--- config.mk ---
export PLATFORM = sky130hd
export DESIGN_NAME = heading_pi_steering_core
export DESIGN_NICKNAME = d
export VERILOG_FILES = /design/src/hdl/hps_pkg.sv /design/src/hdl/heading_pi_steering_core.sv /design/src/hdl/hps_error_stage.sv /design/src/hdl/hps_pi_stage.sv /design/src/hdl/hps_output_stage.sv
export SDC_FILE = /design/constraint.sdc
export NUM_CORES = 2
export LEC_CHECK = 0
export ABC_AREA = 1
export BUFFER_PORTS_ARGS = -buffer_cell sky130_fd_sc_hd__clkbuf_2
export CAP_MARGIN = 20
export CORE_MARGIN = 3
export CORE_UTILIZATION = 70
export DETAILED_ROUTE_END_ITERATION = 12
export PLACE_DENSITY_LB_ADDON = 0.12
export SLEW_MARGIN = 10
export SYNTH_ARGS = -nofsm -noshare
export SYNTH_HDL_FRONTEND = slang
export SYNTH_SLANG_ARGS = --single-unit
--- constraint.sdc ---
create_clock -name clock -period 15.8 [get_ports clock]
set_input_delay 3.16 -clock clock [delete_from_list [all_inputs] [get_ports clock]]
set_output_delay 3.16 -clock clock [all_outputs]
set_load 0.005 [all_outputs]
--- src/hdl/hps_pkg.sv ---
package hps_pkg;

   // field widths
   localparam int unsigned HeadingW = 12;
   localparam int unsigned ErrW     = 12;
   localparam int unsigned WidthW   = 16;
   localparam int unsigned GainW    = 24;
   localparam int unsigned TotalW   = 32;
   localparam int unsigned ModeW    = 2;
   localparam int unsigned CsrIdxW  = 3;

   // datapath widths of the PI law
   localparam int unsigned ProdPW = GainW + ErrW;     // 36
   localparam int unsigned ProdIW = GainW + TotalW;   // 56
   localparam int unsigned AccW   = ProdIW + 1;       // 57
   localparam int unsigned QuotW  = AccW - 16;        // 41

   // heading wrap and k-turn limits, tenths of a degree
   localparam logic [HeadingW-1:0]      WRAP_HALF   = 12'd1800;
   localparam logic [HeadingW:0]        WRAP_FULL   = 13'd3600;
   localparam logic signed [ErrW-1:0]   KTURN_LIMIT = 12'sd1350;
   localparam logic [WidthW-1:0]        PWM_TOP     = 16'hFFFF;

   // steering modes
   localparam logic [ModeW-1:0] MODE_NORMAL     = 2'd0;
   localparam logic [ModeW-1:0] MODE_KTURN_HIGH = 2'd1;
   localparam logic [ModeW-1:0] MODE_KTURN_LOW  = 2'd2;

   // register indexes
   localparam logic [CsrIdxW-1:0] REG_MOTOR_NEUTRAL = 3'd0;
   localparam logic [CsrIdxW-1:0] REG_MOTOR_LOW     = 3'd1;
   localparam logic [CsrIdxW-1:0] REG_MOTOR_HIGH    = 3'd2;
   localparam logic [CsrIdxW-1:0] REG_SERVO_NEUTRAL = 3'd3;
   localparam logic [CsrIdxW-1:0] REG_SERVO_LOW     = 3'd4;
   localparam logic [CsrIdxW-1:0] REG_SERVO_HIGH    = 3'd5;
   localparam logic [CsrIdxW-1:0] REG_PROP_GAIN     = 3'd6;
   localparam logic [CsrIdxW-1:0] REG_INTEG_GAIN    = 3'd7;

   // register reset values
   localparam logic [WidthW-1:0]       RST_MOTOR_NEUTRAL = 16'd2765;
   localparam logic [WidthW-1:0]       RST_MOTOR_LOW     = 16'd2028;
   localparam logic [WidthW-1:0]       RST_MOTOR_HIGH    = 16'd3502;
   localparam logic [WidthW-1:0]       RST_SERVO_NEUTRAL = 16'd2765;
   localparam logic [WidthW-1:0]       RST_SERVO_LOW     = 16'd1659;
   localparam logic [WidthW-1:0]       RST_SERVO_HIGH    = 16'd3871;
   localparam logic signed [GainW-1:0] RST_PROP_GAIN     = -24'sd98271;
   localparam logic signed [GainW-1:0] RST_INTEG_GAIN    = -24'sd853;

   typedef struct packed {
      logic [WidthW-1:0]       motor_neutral;
      logic [WidthW-1:0]       motor_low;
      logic [WidthW-1:0]       motor_high;
      logic [WidthW-1:0]       servo_neutral;
      logic [WidthW-1:0]       servo_low;
      logic [WidthW-1:0]       servo_high;
      logic signed [GainW-1:0] prop_gain;
      logic signed [GainW-1:0] integ_gain;
   } cfg_type;

   typedef struct packed {
      logic signed [ErrW-1:0]   err;
      logic [ModeW-1:0]         mode;
      logic signed [TotalW-1:0] total;
      logic                     motor_hold;
      logic                     servo_hold;
   } err_stage_type;

   typedef struct packed {
      logic signed [ProdPW-1:0] prod_p;
      logic signed [ProdIW-1:0] prod_i;
      logic signed [ErrW-1:0]   err;
      logic [ModeW-1:0]         mode;
      logic                     motor_hold;
      logic                     servo_hold;
   } prod_stage_type;

   typedef struct packed {
      logic signed [QuotW-1:0] quot;
      logic signed [ErrW-1:0]  err;
      logic [ModeW-1:0]        mode;
      logic                    motor_hold;
      logic                    servo_hold;
   } quot_stage_type;

   typedef struct packed {
      logic signed [ErrW-1:0] err;
      logic [ModeW-1:0]       mode;
      logic [WidthW-1:0]      servo_compare;
      logic [WidthW-1:0]      motor_compare;
      logic [WidthW-1:0]      servo_width;
      logic [WidthW-1:0]      motor_width;
   } rsp_type;

endpackage

--- src/hdl/heading_pi_steering_core.sv ---
// Channel | Direction | Carries
// req_    | in        | compass heading and the two hold switches
// rsp_    | out       | motor/servo widths, compare values, mode, wrapped error
// csr_    | in        | write-only register port, eight registers
//
// One request is taken every cycle while req_tready is high; a response passes the
// input, error, product, quotient and output registers. The rate is set by the error
// total loop: one saturating add per cycle in the error stage.
// Reset clears all stage valid flags and the error total, and loads the
// register defaults. While rsp_tready is low the stages fill up one by one;
// req_tready drops only once every stage holds a request.
module heading_pi_steering_core
   import hps_pkg::*;
(
   input  logic               clock,
   input  logic               reset,
   input  logic               req_tvalid,
   output logic               req_tready,
   // [11:0] compass_heading, [12] motor_hold, [13] servo_hold, [15:14] zero
   input  logic [15:0]        req_tdata,
   output logic               rsp_tvalid,
   input  logic               rsp_tready,
   // [15:0] motor_width, [31:16] servo_width, [47:32] motor_compare,
   // [63:48] servo_compare, [65:64] steer_mode, [77:66] wrapped_error, [79:78] zero
   output logic [79:0]        rsp_tdata,
   input  logic               csr_wen,
   input  logic [CsrIdxW-1:0] csr_index,
   input  logic [GainW-1:0]   csr_wdata
);

   cfg_type        cfg_ff, cfg_in;
   logic           err_valid, err_ready;
   err_stage_type  err_data;
   logic           quot_valid, quot_ready;
   quot_stage_type quot_data;
   rsp_type        rsp_data;

   // write one register per enabled cycle
   always_comb begin
      cfg_in = cfg_ff;
      if (csr_wen) begin
         unique case (csr_index)
            REG_MOTOR_NEUTRAL: cfg_in.motor_neutral = csr_wdata[WidthW-1:0];
            REG_MOTOR_LOW:     cfg_in.motor_low     = csr_wdata[WidthW-1:0];
            REG_MOTOR_HIGH:    cfg_in.motor_high    = csr_wdata[WidthW-1:0];
            REG_SERVO_NEUTRAL: cfg_in.servo_neutral = csr_wdata[WidthW-1:0];
            REG_SERVO_LOW:     cfg_in.servo_low     = csr_wdata[WidthW-1:0];
            REG_SERVO_HIGH:    cfg_in.servo_high    = csr_wdata[WidthW-1:0];
            REG_PROP_GAIN:     cfg_in.prop_gain     = $signed(csr_wdata);
            REG_INTEG_GAIN:    cfg_in.integ_gain    = $signed(csr_wdata);
            default:           cfg_in = cfg_ff;
         endcase
      end
   end

   always_ff @(posedge clock) begin
      if (reset) begin
         cfg_ff.motor_neutral <= RST_MOTOR_NEUTRAL;
         cfg_ff.motor_low     <= RST_MOTOR_LOW;
         cfg_ff.motor_high    <= RST_MOTOR_HIGH;
         cfg_ff.servo_neutral <= RST_SERVO_NEUTRAL;
         cfg_ff.servo_low     <= RST_SERVO_LOW;
         cfg_ff.servo_high    <= RST_SERVO_HIGH;
         cfg_ff.prop_gain     <= RST_PROP_GAIN;
         cfg_ff.integ_gain    <= RST_INTEG_GAIN;
      end else begin
         cfg_ff <= cfg_in;
      end
   end

   hps_error_stage u_error_stage (
      .clock      (clock),
      .reset      (reset),
      .up_valid   (req_tvalid),
      .up_ready   (req_tready),
      .heading    (req_tdata[HeadingW-1:0]),
      .motor_hold (req_tdata[HeadingW]),
      .servo_hold (req_tdata[HeadingW+1]),
      .dn_valid   (err_valid),
      .dn_ready   (err_ready),
      .dn_data    (err_data)
   );

   hps_pi_stage u_pi_stage (
      .clock    (clock),
      .reset    (reset),
      .cfg      (cfg_ff),
      .up_valid (err_valid),
      .up_ready (err_ready),
      .up_data  (err_data),
      .dn_valid (quot_valid),
      .dn_ready (quot_ready),
      .dn_data  (quot_data)
   );

   hps_output_stage u_output_stage (
      .clock     (clock),
      .reset     (reset),
      .cfg       (cfg_ff),
      .up_valid  (quot_valid),
      .up_ready  (quot_ready),
      .up_data   (quot_data),
      .rsp_valid (rsp_tvalid),
      .rsp_ready (rsp_tready),
      .rsp_data  (rsp_data)
   );

   // pack the response, first struct field highest
   assign rsp_tdata = {2'b00, rsp_data};

endmodule

--- src/hdl/hps_error_stage.sv ---
module hps_error_stage
   import hps_pkg::*;
(
   input  logic                clock,
   input  logic                reset,
   input  logic                up_valid,
   output logic                up_ready,
   input  logic [HeadingW-1:0] heading,
   input  logic                motor_hold,
   input  logic                servo_hold,
   output logic                dn_valid,
   input  logic                dn_ready,
   output err_stage_type       dn_data
);

   logic                     s1_valid_ff, s1_valid_in;
   logic [HeadingW-1:0]      s1_heading_ff, s1_heading_in;
   logic                     s1_mhold_ff, s1_mhold_in;
   logic                     s1_shold_ff, s1_shold_in;
   logic                     s2_valid_ff, s2_valid_in;
   err_stage_type            s2_data_ff, s2_data_in;
   logic signed [TotalW-1:0] error_total_ff, error_total_in;

   logic                     s1_ready, s2_ready, s1_move;
   logic signed [HeadingW:0] err_wide;
   logic signed [ErrW-1:0]   err;
   logic [ModeW-1:0]         mode;
   logic signed [ErrW:0]     delta;
   logic signed [TotalW:0]   sum;
   logic signed [TotalW-1:0] total_sat;

   // a stage takes a request when it is empty or its contents move on
   assign s2_ready = !s2_valid_ff || dn_ready;
   assign s1_ready = !s1_valid_ff || s2_ready;
   assign s1_move  = s1_valid_ff && s2_ready;
   assign up_ready = s1_ready;

   // hold the incoming request
   always_comb begin
      s1_valid_in   = s1_ready ? up_valid : s1_valid_ff;
      s1_heading_in = s1_heading_ff;
      s1_mhold_in   = s1_mhold_ff;
      s1_shold_in   = s1_shold_ff;
      if (s1_ready && up_valid) begin
         s1_heading_in = heading;
         s1_mhold_in   = motor_hold;
         s1_shold_in   = servo_hold;
      end
   end

   // wrap the error toward north once into -1800..1799
   always_comb begin
      if (s1_heading_ff > WRAP_HALF) begin
         err_wide = $signed(WRAP_FULL - {1'b0, s1_heading_ff});
      end else begin
         err_wide = $signed(13'd0 - {1'b0, s1_heading_ff});
      end
      err = err_wide[ErrW-1:0];
   end

   // pick the mode and update the saturating error total
   always_comb begin
      if (err > KTURN_LIMIT) begin
         mode = MODE_KTURN_HIGH;
      end else if (err < -KTURN_LIMIT) begin
         mode = MODE_KTURN_LOW;
      end else begin
         mode = MODE_NORMAL;
      end
      if (mode == MODE_NORMAL) begin
         delta = {err[ErrW-1], err};
      end else begin
         delta = -{err[ErrW-1], err};
      end
      sum = {error_total_ff[TotalW-1], error_total_ff}
          + {{(TotalW - ErrW){delta[ErrW]}}, delta};
      if (sum[TotalW] != sum[TotalW-1]) begin
         total_sat = sum[TotalW] ? {1'b1, {(TotalW-1){1'b0}}} : {1'b0, {(TotalW-1){1'b1}}};
      end else begin
         total_sat = sum[TotalW-1:0];
      end
   end

   // advance into the error register
   always_comb begin
      s2_valid_in    = s2_ready ? s1_valid_ff : s2_valid_ff;
      s2_data_in     = s2_data_ff;
      error_total_in = error_total_ff;
      if (s1_move) begin
         s2_data_in.err        = err;
         s2_data_in.mode       = mode;
         s2_data_in.total      = total_sat;
         s2_data_in.motor_hold = s1_mhold_ff;
         s2_data_in.servo_hold = s1_shold_ff;
         error_total_in        = total_sat;
      end
   end

   always_ff @(posedge clock) begin
      if (reset) begin
         s1_valid_ff    <= 1'b0;
         s2_valid_ff    <= 1'b0;
         error_total_ff <= '0;
      end else begin
         s1_valid_ff    <= s1_valid_in;
         s2_valid_ff    <= s2_valid_in;
         error_total_ff <= error_total_in;
      end
   end

   always_ff @(posedge clock) begin
      s1_heading_ff <= s1_heading_in;
      s1_mhold_ff   <= s1_mhold_in;
      s1_shold_ff   <= s1_shold_in;
      s2_data_ff    <= s2_data_in;
   end

   assign dn_valid = s2_valid_ff;
   assign dn_data  = s2_data_ff;

endmodule

--- src/hdl/hps_pi_stage.sv ---
module hps_pi_stage
   import hps_pkg::*;
(
   input  logic           clock,
   input  logic           reset,
   input  cfg_type        cfg,
   input  logic           up_valid,
   output logic           up_ready,
   input  err_stage_type  up_data,
   output logic           dn_valid,
   input  logic           dn_ready,
   output quot_stage_type dn_data
);

   logic           s3_valid_ff, s3_valid_in;
   prod_stage_type s3_data_ff, s3_data_in;
   logic           s4_valid_ff, s4_valid_in;
   quot_stage_type s4_data_ff, s4_data_in;

   logic                    s3_ready, s4_ready;
   logic signed [AccW-1:0]  base, prop_ext, integ_ext, acc;
   logic signed [QuotW-1:0] quot;

   assign s4_ready = !s4_valid_ff || dn_ready;
   assign s3_ready = !s3_valid_ff || s4_ready;
   assign up_ready = s3_ready;

   // register both gain products
   always_comb begin
      s3_valid_in = s3_ready ? up_valid : s3_valid_ff;
      s3_data_in  = s3_data_ff;
      if (s3_ready && up_valid) begin
         s3_data_in.prod_p     = cfg.prop_gain * up_data.err;
         s3_data_in.prod_i     = cfg.integ_gain * up_data.total;
         s3_data_in.err        = up_data.err;
         s3_data_in.mode       = up_data.mode;
         s3_data_in.motor_hold = up_data.motor_hold;
         s3_data_in.servo_hold = up_data.servo_hold;
      end
   end

   // sum with the centre and truncate the Q16 result toward zero
   always_comb begin
      base      = {{(AccW - WidthW - 16){1'b0}}, cfg.servo_neutral, 16'd0};
      prop_ext  = {{(AccW - ProdPW){s3_data_ff.prod_p[ProdPW-1]}}, s3_data_ff.prod_p};
      integ_ext = {{(AccW - ProdIW){s3_data_ff.prod_i[ProdIW-1]}}, s3_data_ff.prod_i};
      acc       = base + prop_ext + integ_ext;
      quot      = acc[AccW-1:16];
      if (acc[AccW-1] && (acc[15:0] != 16'd0)) begin
         quot = quot + 41'sd1;
      end
   end

   always_comb begin
      s4_valid_in = s4_ready ? s3_valid_ff : s4_valid_ff;
      s4_data_in  = s4_data_ff;
      if (s4_ready && s3_valid_ff) begin
         s4_data_in.quot       = quot;
         s4_data_in.err        = s3_data_ff.err;
         s4_data_in.mode       = s3_data_ff.mode;
         s4_data_in.motor_hold = s3_data_ff.motor_hold;
         s4_data_in.servo_hold = s3_data_ff.servo_hold;
      end
   end

   always_ff @(posedge clock) begin
      if (reset) begin
         s3_valid_ff <= 1'b0;
         s4_valid_ff <= 1'b0;
      end else begin
         s3_valid_ff <= s3_valid_in;
         s4_valid_ff <= s4_valid_in;
      end
   end

   always_ff @(posedge clock) begin
      s3_data_ff <= s3_data_in;
      s4_data_ff <= s4_data_in;
   end

   assign dn_valid = s4_valid_ff;
   assign dn_data  = s4_data_ff;

endmodule

--- src/hdl/hps_output_stage.sv ---
module hps_output_stage
   import hps_pkg::*;
(
   input  logic           clock,
   input  logic           reset,
   input  cfg_type        cfg,
   input  logic           up_valid,
   output logic           up_ready,
   input  quot_stage_type up_data,
   output logic           rsp_valid,
   input  logic           rsp_ready,
   output rsp_type        rsp_data
);

   logic    out_valid_ff, out_valid_in;
   rsp_type out_data_ff, out_data_in;

   logic                    out_ready;
   logic signed [QuotW-1:0] srv, mot;
   logic [WidthW-1:0]       motor_w, servo_w;

   // test the high limit first, then the low one
   function automatic logic [WidthW-1:0] clamp_width(input logic signed [QuotW-1:0] v,
                                                     input logic [WidthW-1:0] lo,
                                                     input logic [WidthW-1:0] hi);
      logic [WidthW-1:0] res;
      if (v > $signed({{(QuotW - WidthW){1'b0}}, hi})) begin
         res = hi;
      end else if (v < $signed({{(QuotW - WidthW){1'b0}}, lo})) begin
         res = lo;
      end else begin
         res = v[WidthW-1:0];
      end
      return res;
   endfunction

   assign out_ready = !out_valid_ff || rsp_ready;
   assign up_ready  = out_ready;

   // select the widths for the mode, clamp, then apply the hold switches
   always_comb begin
      case (up_data.mode)
         MODE_NORMAL: begin
            srv = up_data.quot;
            mot = {{(QuotW - WidthW){1'b0}}, cfg.motor_high};
         end
         MODE_KTURN_HIGH: begin
            srv = {{(QuotW - WidthW){1'b0}}, cfg.servo_high};
            mot = {{(QuotW - WidthW){1'b0}}, cfg.motor_low};
         end
         default: begin
            srv = {{(QuotW - WidthW){1'b0}}, cfg.servo_low};
            mot = {{(QuotW - WidthW){1'b0}}, cfg.motor_low};
         end
      endcase
      motor_w = clamp_width(mot, cfg.motor_low, cfg.motor_high);
      servo_w = clamp_width(srv, cfg.servo_low, cfg.servo_high);
      if (up_data.motor_hold) begin
         motor_w = cfg.motor_neutral;
      end
      if (up_data.servo_hold) begin
         servo_w = cfg.servo_neutral;
      end
   end

   // hold the result until it is taken
   always_comb begin
      out_valid_in = out_ready ? up_valid : out_valid_ff;
      out_data_in  = out_data_ff;
      if (out_ready && up_valid) begin
         out_data_in.motor_width   = motor_w;
         out_data_in.servo_width   = servo_w;
         out_data_in.motor_compare = PWM_TOP - motor_w;
         out_data_in.servo_compare = PWM_TOP - servo_w;
         out_data_in.mode          = up_data.mode;
         out_data_in.err           = up_data.err;
      end
   end

   always_ff @(posedge clock) begin
      if (reset) begin
         out_valid_ff <= 1'b0;
      end else begin
         out_valid_ff <= out_valid_in;
      end
   end

   always_ff @(posedge clock) begin
      out_data_ff <= out_data_in;
   end

   assign rsp_valid = out_valid_ff;
   assign rsp_data  = out_data_ff;

endmodule

---- Word level (Yosys, flattened, before mapping) ----
Cells that the tools add are included.
storage, ports and cells
  flip-flop bits (word level) ............. 486
  latch bits .............................. 0
  memory bits (writable) .................. 0
  ROM bits ................................ 0
  input bits .............................. 48
  output and inout bits ................... 82
  logic and storage cells ................. 109
  memories kept ........................... 0
operators by class
  $add $sub $neg .......................... 9
  multipliers ............................. 2
  divide/modulo/power cells ............... 0
  order comparisons ....................... 7
  equality and inequality tests ........... 9
  shift operators ......................... 0
  multiplexer cells ....................... 15
  bitwise operators ....................... 0
  reductions and logical operators ........ 28
operators by type and width
  cell                    number
  $mux 16                 7
  $pmux 41 s2             1
  $mux 32                 2
  $add 37x56->57          1
  $mul 24x32->56          1
  $add 41x2->41 const B   1
  $gt 41x17->1            1
  $lt 41x17->1            1
  $mux 41                 1
  $add 33x36->37          1
  $mul 24x12->36          1
  $add 32x13->33          1
  $sub 16x16->16 const A  2
  $gt 16x16->1            1
  $lt 16x16->1            1
  $reduce_and 2->1        8
  $reduce_bool 16->1      1
  $mux 13                 1
  $neg 13->13             1
  $eq 3x3->1 const B      4
  $gt 12x11->1 const B    1
  $gt 12x12->1 const B    1
  $lt 12x12->1 const B    1
  $mux 12                 1
  12 further kinds        28

---- Depth between registers and ports, before layout ----
  depth in word-level cells ............... 10
  mapped depth ............................ 41
  mapped depth without buffers ............ 40

---- Modules after synthesis ----
Synthesis repeated with hierarchy kept, for this count alone.
unflattened totals
  cell total of the unflattened synthesis .. 8984
  area total of the unflattened synthesis .. 68957.4 um2
by module, submodules not included
  module                    instances  cells each  area an instance (um2)  sequential area each (um2)
  hps_pi_stage              1          6360        50220.7                 4994.8
  hps_error_stage           1          972         6932.9                  2542.4
  hps_output_stage          1          916         6482.5                  2362.3
  heading_pi_steering_core  1          736         5321.4                  2882.8

---- Least setup slack after synthesis ----
Ideal clock, no wire load.
  kind .................................... input -> output
  start ................................... in rsp_tready
  end ..................................... out req_tready
  arrival ................................. 3.937 ns
  setup slack ............................. 8.703 ns
  cell stages on the path ................. 10
  path buffers ............................ 0
  cell sequence ........................... nor2_1 > inv_1 > nor2_1 > inv_1 > nor2_1 > inv_1 > nor2_1 > inv_1 > nor2_1 > inv_1
on the way
  cells in the longest elaborated chain, start to end .. 5
ends and longest elaborated chain
  element           line                            source
  from (decl)       heading_pi_steering_core.sv:22  input logic rsp_tready,
  $logic_or 1x1->1  hps_output_stage.sv:37          assign out_ready = !out_valid_ff || rsp_ready;
  $logic_or 1x1->1  hps_pi_stage.sv:24              assign s4_ready = !s4_valid_ff || dn_ready;
  $logic_or 1x1->1  hps_pi_stage.sv:25              assign s3_ready = !s3_valid_ff || s4_ready;
  $logic_or 1x1->1  hps_error_stage.sv:33           assign s2_ready = !s2_valid_ff || dn_ready;
  $logic_or 1x1->1  hps_error_stage.sv:34           assign s1_ready = !s1_valid_ff || s2_ready;
  to (decl)         heading_pi_steering_core.sv:18  output logic req_tready,
Every way passes these cells.

---- Worst setup path after layout ----
  start ................................... reg u_error_stage.s2_data_ff, in the netlist u_error_stage.dn_data[33]
  end ..................................... reg u_pi_stage.s3_data_ff, in the netlist u_pi_stage.integ_ext[54], data pin
on the way
  cells in the longest elaborated chain, start to end .. 1
ends and longest elaborated chain
  element                 line                    source
  from (decl)             hps_error_stage.sv:21   err_stage_type s2_data_ff, s2_data_in;
  from (signal assigned)  hps_error_stage.sv:115  s2_data_ff <= s2_data_in;
  $mul 24x32->56          hps_pi_stage.sv:34      s3_data_in.prod_i = cfg.integ_gain * up_data.total;
  to (signal assigned)    hps_pi_stage.sv:77      s3_data_ff <= s3_data_in;
  to (decl)               hps_pi_stage.sv:16      prod_stage_type s3_data_ff, s3_data_in;
Every way passes these cells.
A chain may end at the register's enable or synchronous reset.

==> results.cfg <==
[clocking]
htreeDepth = 2
cts-root-buf = clkbuf_16
cts.sinks = 486
hold_buffers = 0
clk_pin_slew_ns = 0.06
post_cts_buffers = 0
cts_buffers = 53
clkLatencyLatePin_ns = 0.68
clock_path_buffers = 3
cts_tree = done
post_cts_resized = 0

[worst_setup_path]
reg2reg_depth = 23
critPathKind = register to register
worst_ep_required_time_ns = 16.20
crit_path_start_kind = register
worstSetupEndpointType = register
critPathArrivalTime_ns = 8.94
critPathMaxFanout = 24

[synth]
syn_area_sq_um = 66110
yosys.area.top_type = fa_1
synth.top_cells.by_count = nand2_1 (2201), inv_1 (2028), fa_1 (1059), ha_1 (420), nor2_1 (415)
post_synth_xor_area_fraction_pct = 2.456
synth_edf_count = 305
synth_compound_area_share_pct = 6.031
yosys.cell_count.top_type = nand2_1
yosys_register_bits = 486
synthMuxAreaShare_pct = 0
avgSynthCellArea_sq_um = 8.002
yosysSeqAreaShare_pct = 19.33
synth-main-ff-cell = edfxtp_1
syn-instance-count = 8262
synth.distinct_cells = 60
synth_top_area_share_pct = 32.07
synthArstFlopShare_pct = 0
synth_top_family_by_area = adder cells
synthTopCellsByArea = fa_1 (32%), edfxtp_1 (14%), nand2_1 (12%)
yosysWarnings = 0
synthSimpleGateAreaFrac_pct = 18.79
synth-adder-area-share_pct = 40.02

[floorplan]
die-area_sq_um = 98170
die_x_um = 313.3
core-area_sq_um = 93470
dieHeight_um = 313.3
io_pins = 130
row_count = 112
initial_core_util_pct = 70.73

[sta]
finalCriticalPeriod_ns = 8.545
setup_viol = 0
fin_crit_sh_pct = 54.09
tightestPinTransition_ns = 1.236
rsz0062_at_grt = false
drv_slew = 0
setup_tns_ns = 0
hold_viol_final = 0
slew_headroom_pct = 17.62
finClkSkew_ns = 0.03757
max_freq_mhz = 117.0

[detailed_routing]
wire_per_inst_um = 19.96
drc_errors = 0
drt_wl_total_um = 189900
firstDrtPassIters = 7
ant_nets = 0
vias_per_cell = 5.720
drt_iter0_drc = 5306
vias = 54416

[global_route]
first_global_vias = 56327
grt_max_degree = 87
grt_pass1_wl_um = 302400
overflow = 0
antenna_found_initial = 2
track_usage_pct = 39.73

[finish]
drive_above_1_share_pct = 5.025
regArea_sq_um = 12790
final_cell_count_no_fill = 9513
areaGrowthSynthToFinish_pct = 5.193
multi_input_area_sq_um = 44520
n_fill_cell = 7050
finalNetCount = 9741

[place]
gp_congestion = 1.014
numPlacedInstances = 9409
placement.io_buffers = 125
hpwl_um = 147400

[hold_path]
hp-class = register to register
hold_depth = 0

[run_status]
status = completed

[run]
maxCapViolations = 0
==> flip-flops by register name, summed over array words and instances, names as in the netlist <==
signal and flops:
cfg_ff 144, u_output_stage.rsp_data 78, u_pi_stage.dn_data 57, u_pi_stage.integ_ext 56, u_error_stage.dn_data 48, u_pi_stage.prop_ext 36, u_error_stage.error_total_ff 32, u_pi_stage.s3_data_ff 16
u_error_stage.s1_heading_ff 12, u_error_stage.dn_valid 1, u_error_stage.s1_mhold_ff 1, u_error_stage.s1_shold_ff 1, u_error_stage.s1_valid_ff 1, u_output_stage.rsp_valid 1, u_pi_stage.dn_valid 1, u_pi_stage.s3_valid_ff 1
==> metal layers <==
layer	GRT usage (%)	vias to the layer above	wire, um
met5	0	-	0
met4	23.25	0	13510
met3	8.115	721	20080
met2	64.21	2951	87180
met1	50.02	26203	69110
li1	-	24541	-
==> logic make-up after synthesis <==
family / count (synthesis)
other: 1
DFF: 486
buffers and inverters: 2345
xor gates and xnor gates: 182
adders and majority gates: 1479
AOI/OAI and AO/OA: 704
and+or+nand+nor: 3065
==> critical path: stages, from the launching register on <==
cell,delay [ns]
edfxtp_1,1.05
nand2_1,0.21
inv_1,0.18
fa_1,0.57
fa_1,0.77
inv_1,0.27
fa_1,0.58
fa_1,0.45
fa_1,0.58
fa_1,0.43
fa_1,0.50
inv_1,0.05
ha_1,0.36
nand2_1,0.17
nor2_1,0.14
inv_1,0.07
nor2_1,0.16
nor4b_1,0.35
nand2_1,0.10
nand3_1,0.34
a21o_1,0.22
a21oi_1,0.11
o21ai_0,0.20
xor2_1,0.41
==> stage by stage <==
step | utilization [%] | cell area (sq um) | hold slack [ns] | worst slack (ns)
floorplan | - | 66120 | 0.4003 | 8.703
global placement | 72.43 | 67700 | 0.4017 | 7.566
detailed placement | 72.43 | 67700 | 0.4045 | 7.499
CTS | 74.33 | 69470 | 0.4164 | 7.426
global route | 74.40 | 69540 | 0.4263 | 6.941
finish | 74.41 | 69550 | 0.4155 | 7.255
==> layout make-up <==
type                            instances  area share [%]
Inverter                             2042           11.03
Timing Repair Buffer                  199           1.756
Sequential cell                       486           18.40
Antenna cell                            1        0.003598
Multi-Input combinational cell       5432           64.01
Tap cell                             1254           2.256
Clock inverter                         31          0.5019
Clock buffer                           68           2.046
==> worst paths after layout <==
| path | start | to | slack (ns) |
|---|---|---|---|
| worst max register to register | u_error_stage.dn_data[33] | u_pi_stage.integ_ext[54] | 7.25 |
| worst min-delay path | u_pi_stage.dn_data[9] | u_output_stage.rsp_data[71] | 0.42 |
| worst max-delay path | u_error_stage.dn_data[33] | u_pi_stage.integ_ext[54] | 7.25 |
| worst min register to register | u_pi_stage.dn_data[9] | u_output_stage.rsp_data[71] | 0.42 |
==> cell usage in the layout (no fill, tap or decap), drive strengths merged, types with 13 or more instances in the layout <==
cell type  instances
nand2           2214
nor4              13
ha               420
o211ai            74
edfxtp           305
xnor2             59
nand4             65
a31oi             13
a21o              17
xor2             123
inv             2044
clkbuf           193
or2               45
a21oi            253
clkinv            18
nor3              43
fa              1059
a21boi            15
o21ai            264
nor2             437
nand3            231
o21bai            17
buf               74
dfxtp            181
o22ai             16
Power is not shown: default switching activity piles up to over one toggle a cycle in this logic, so the estimate is an artifact.
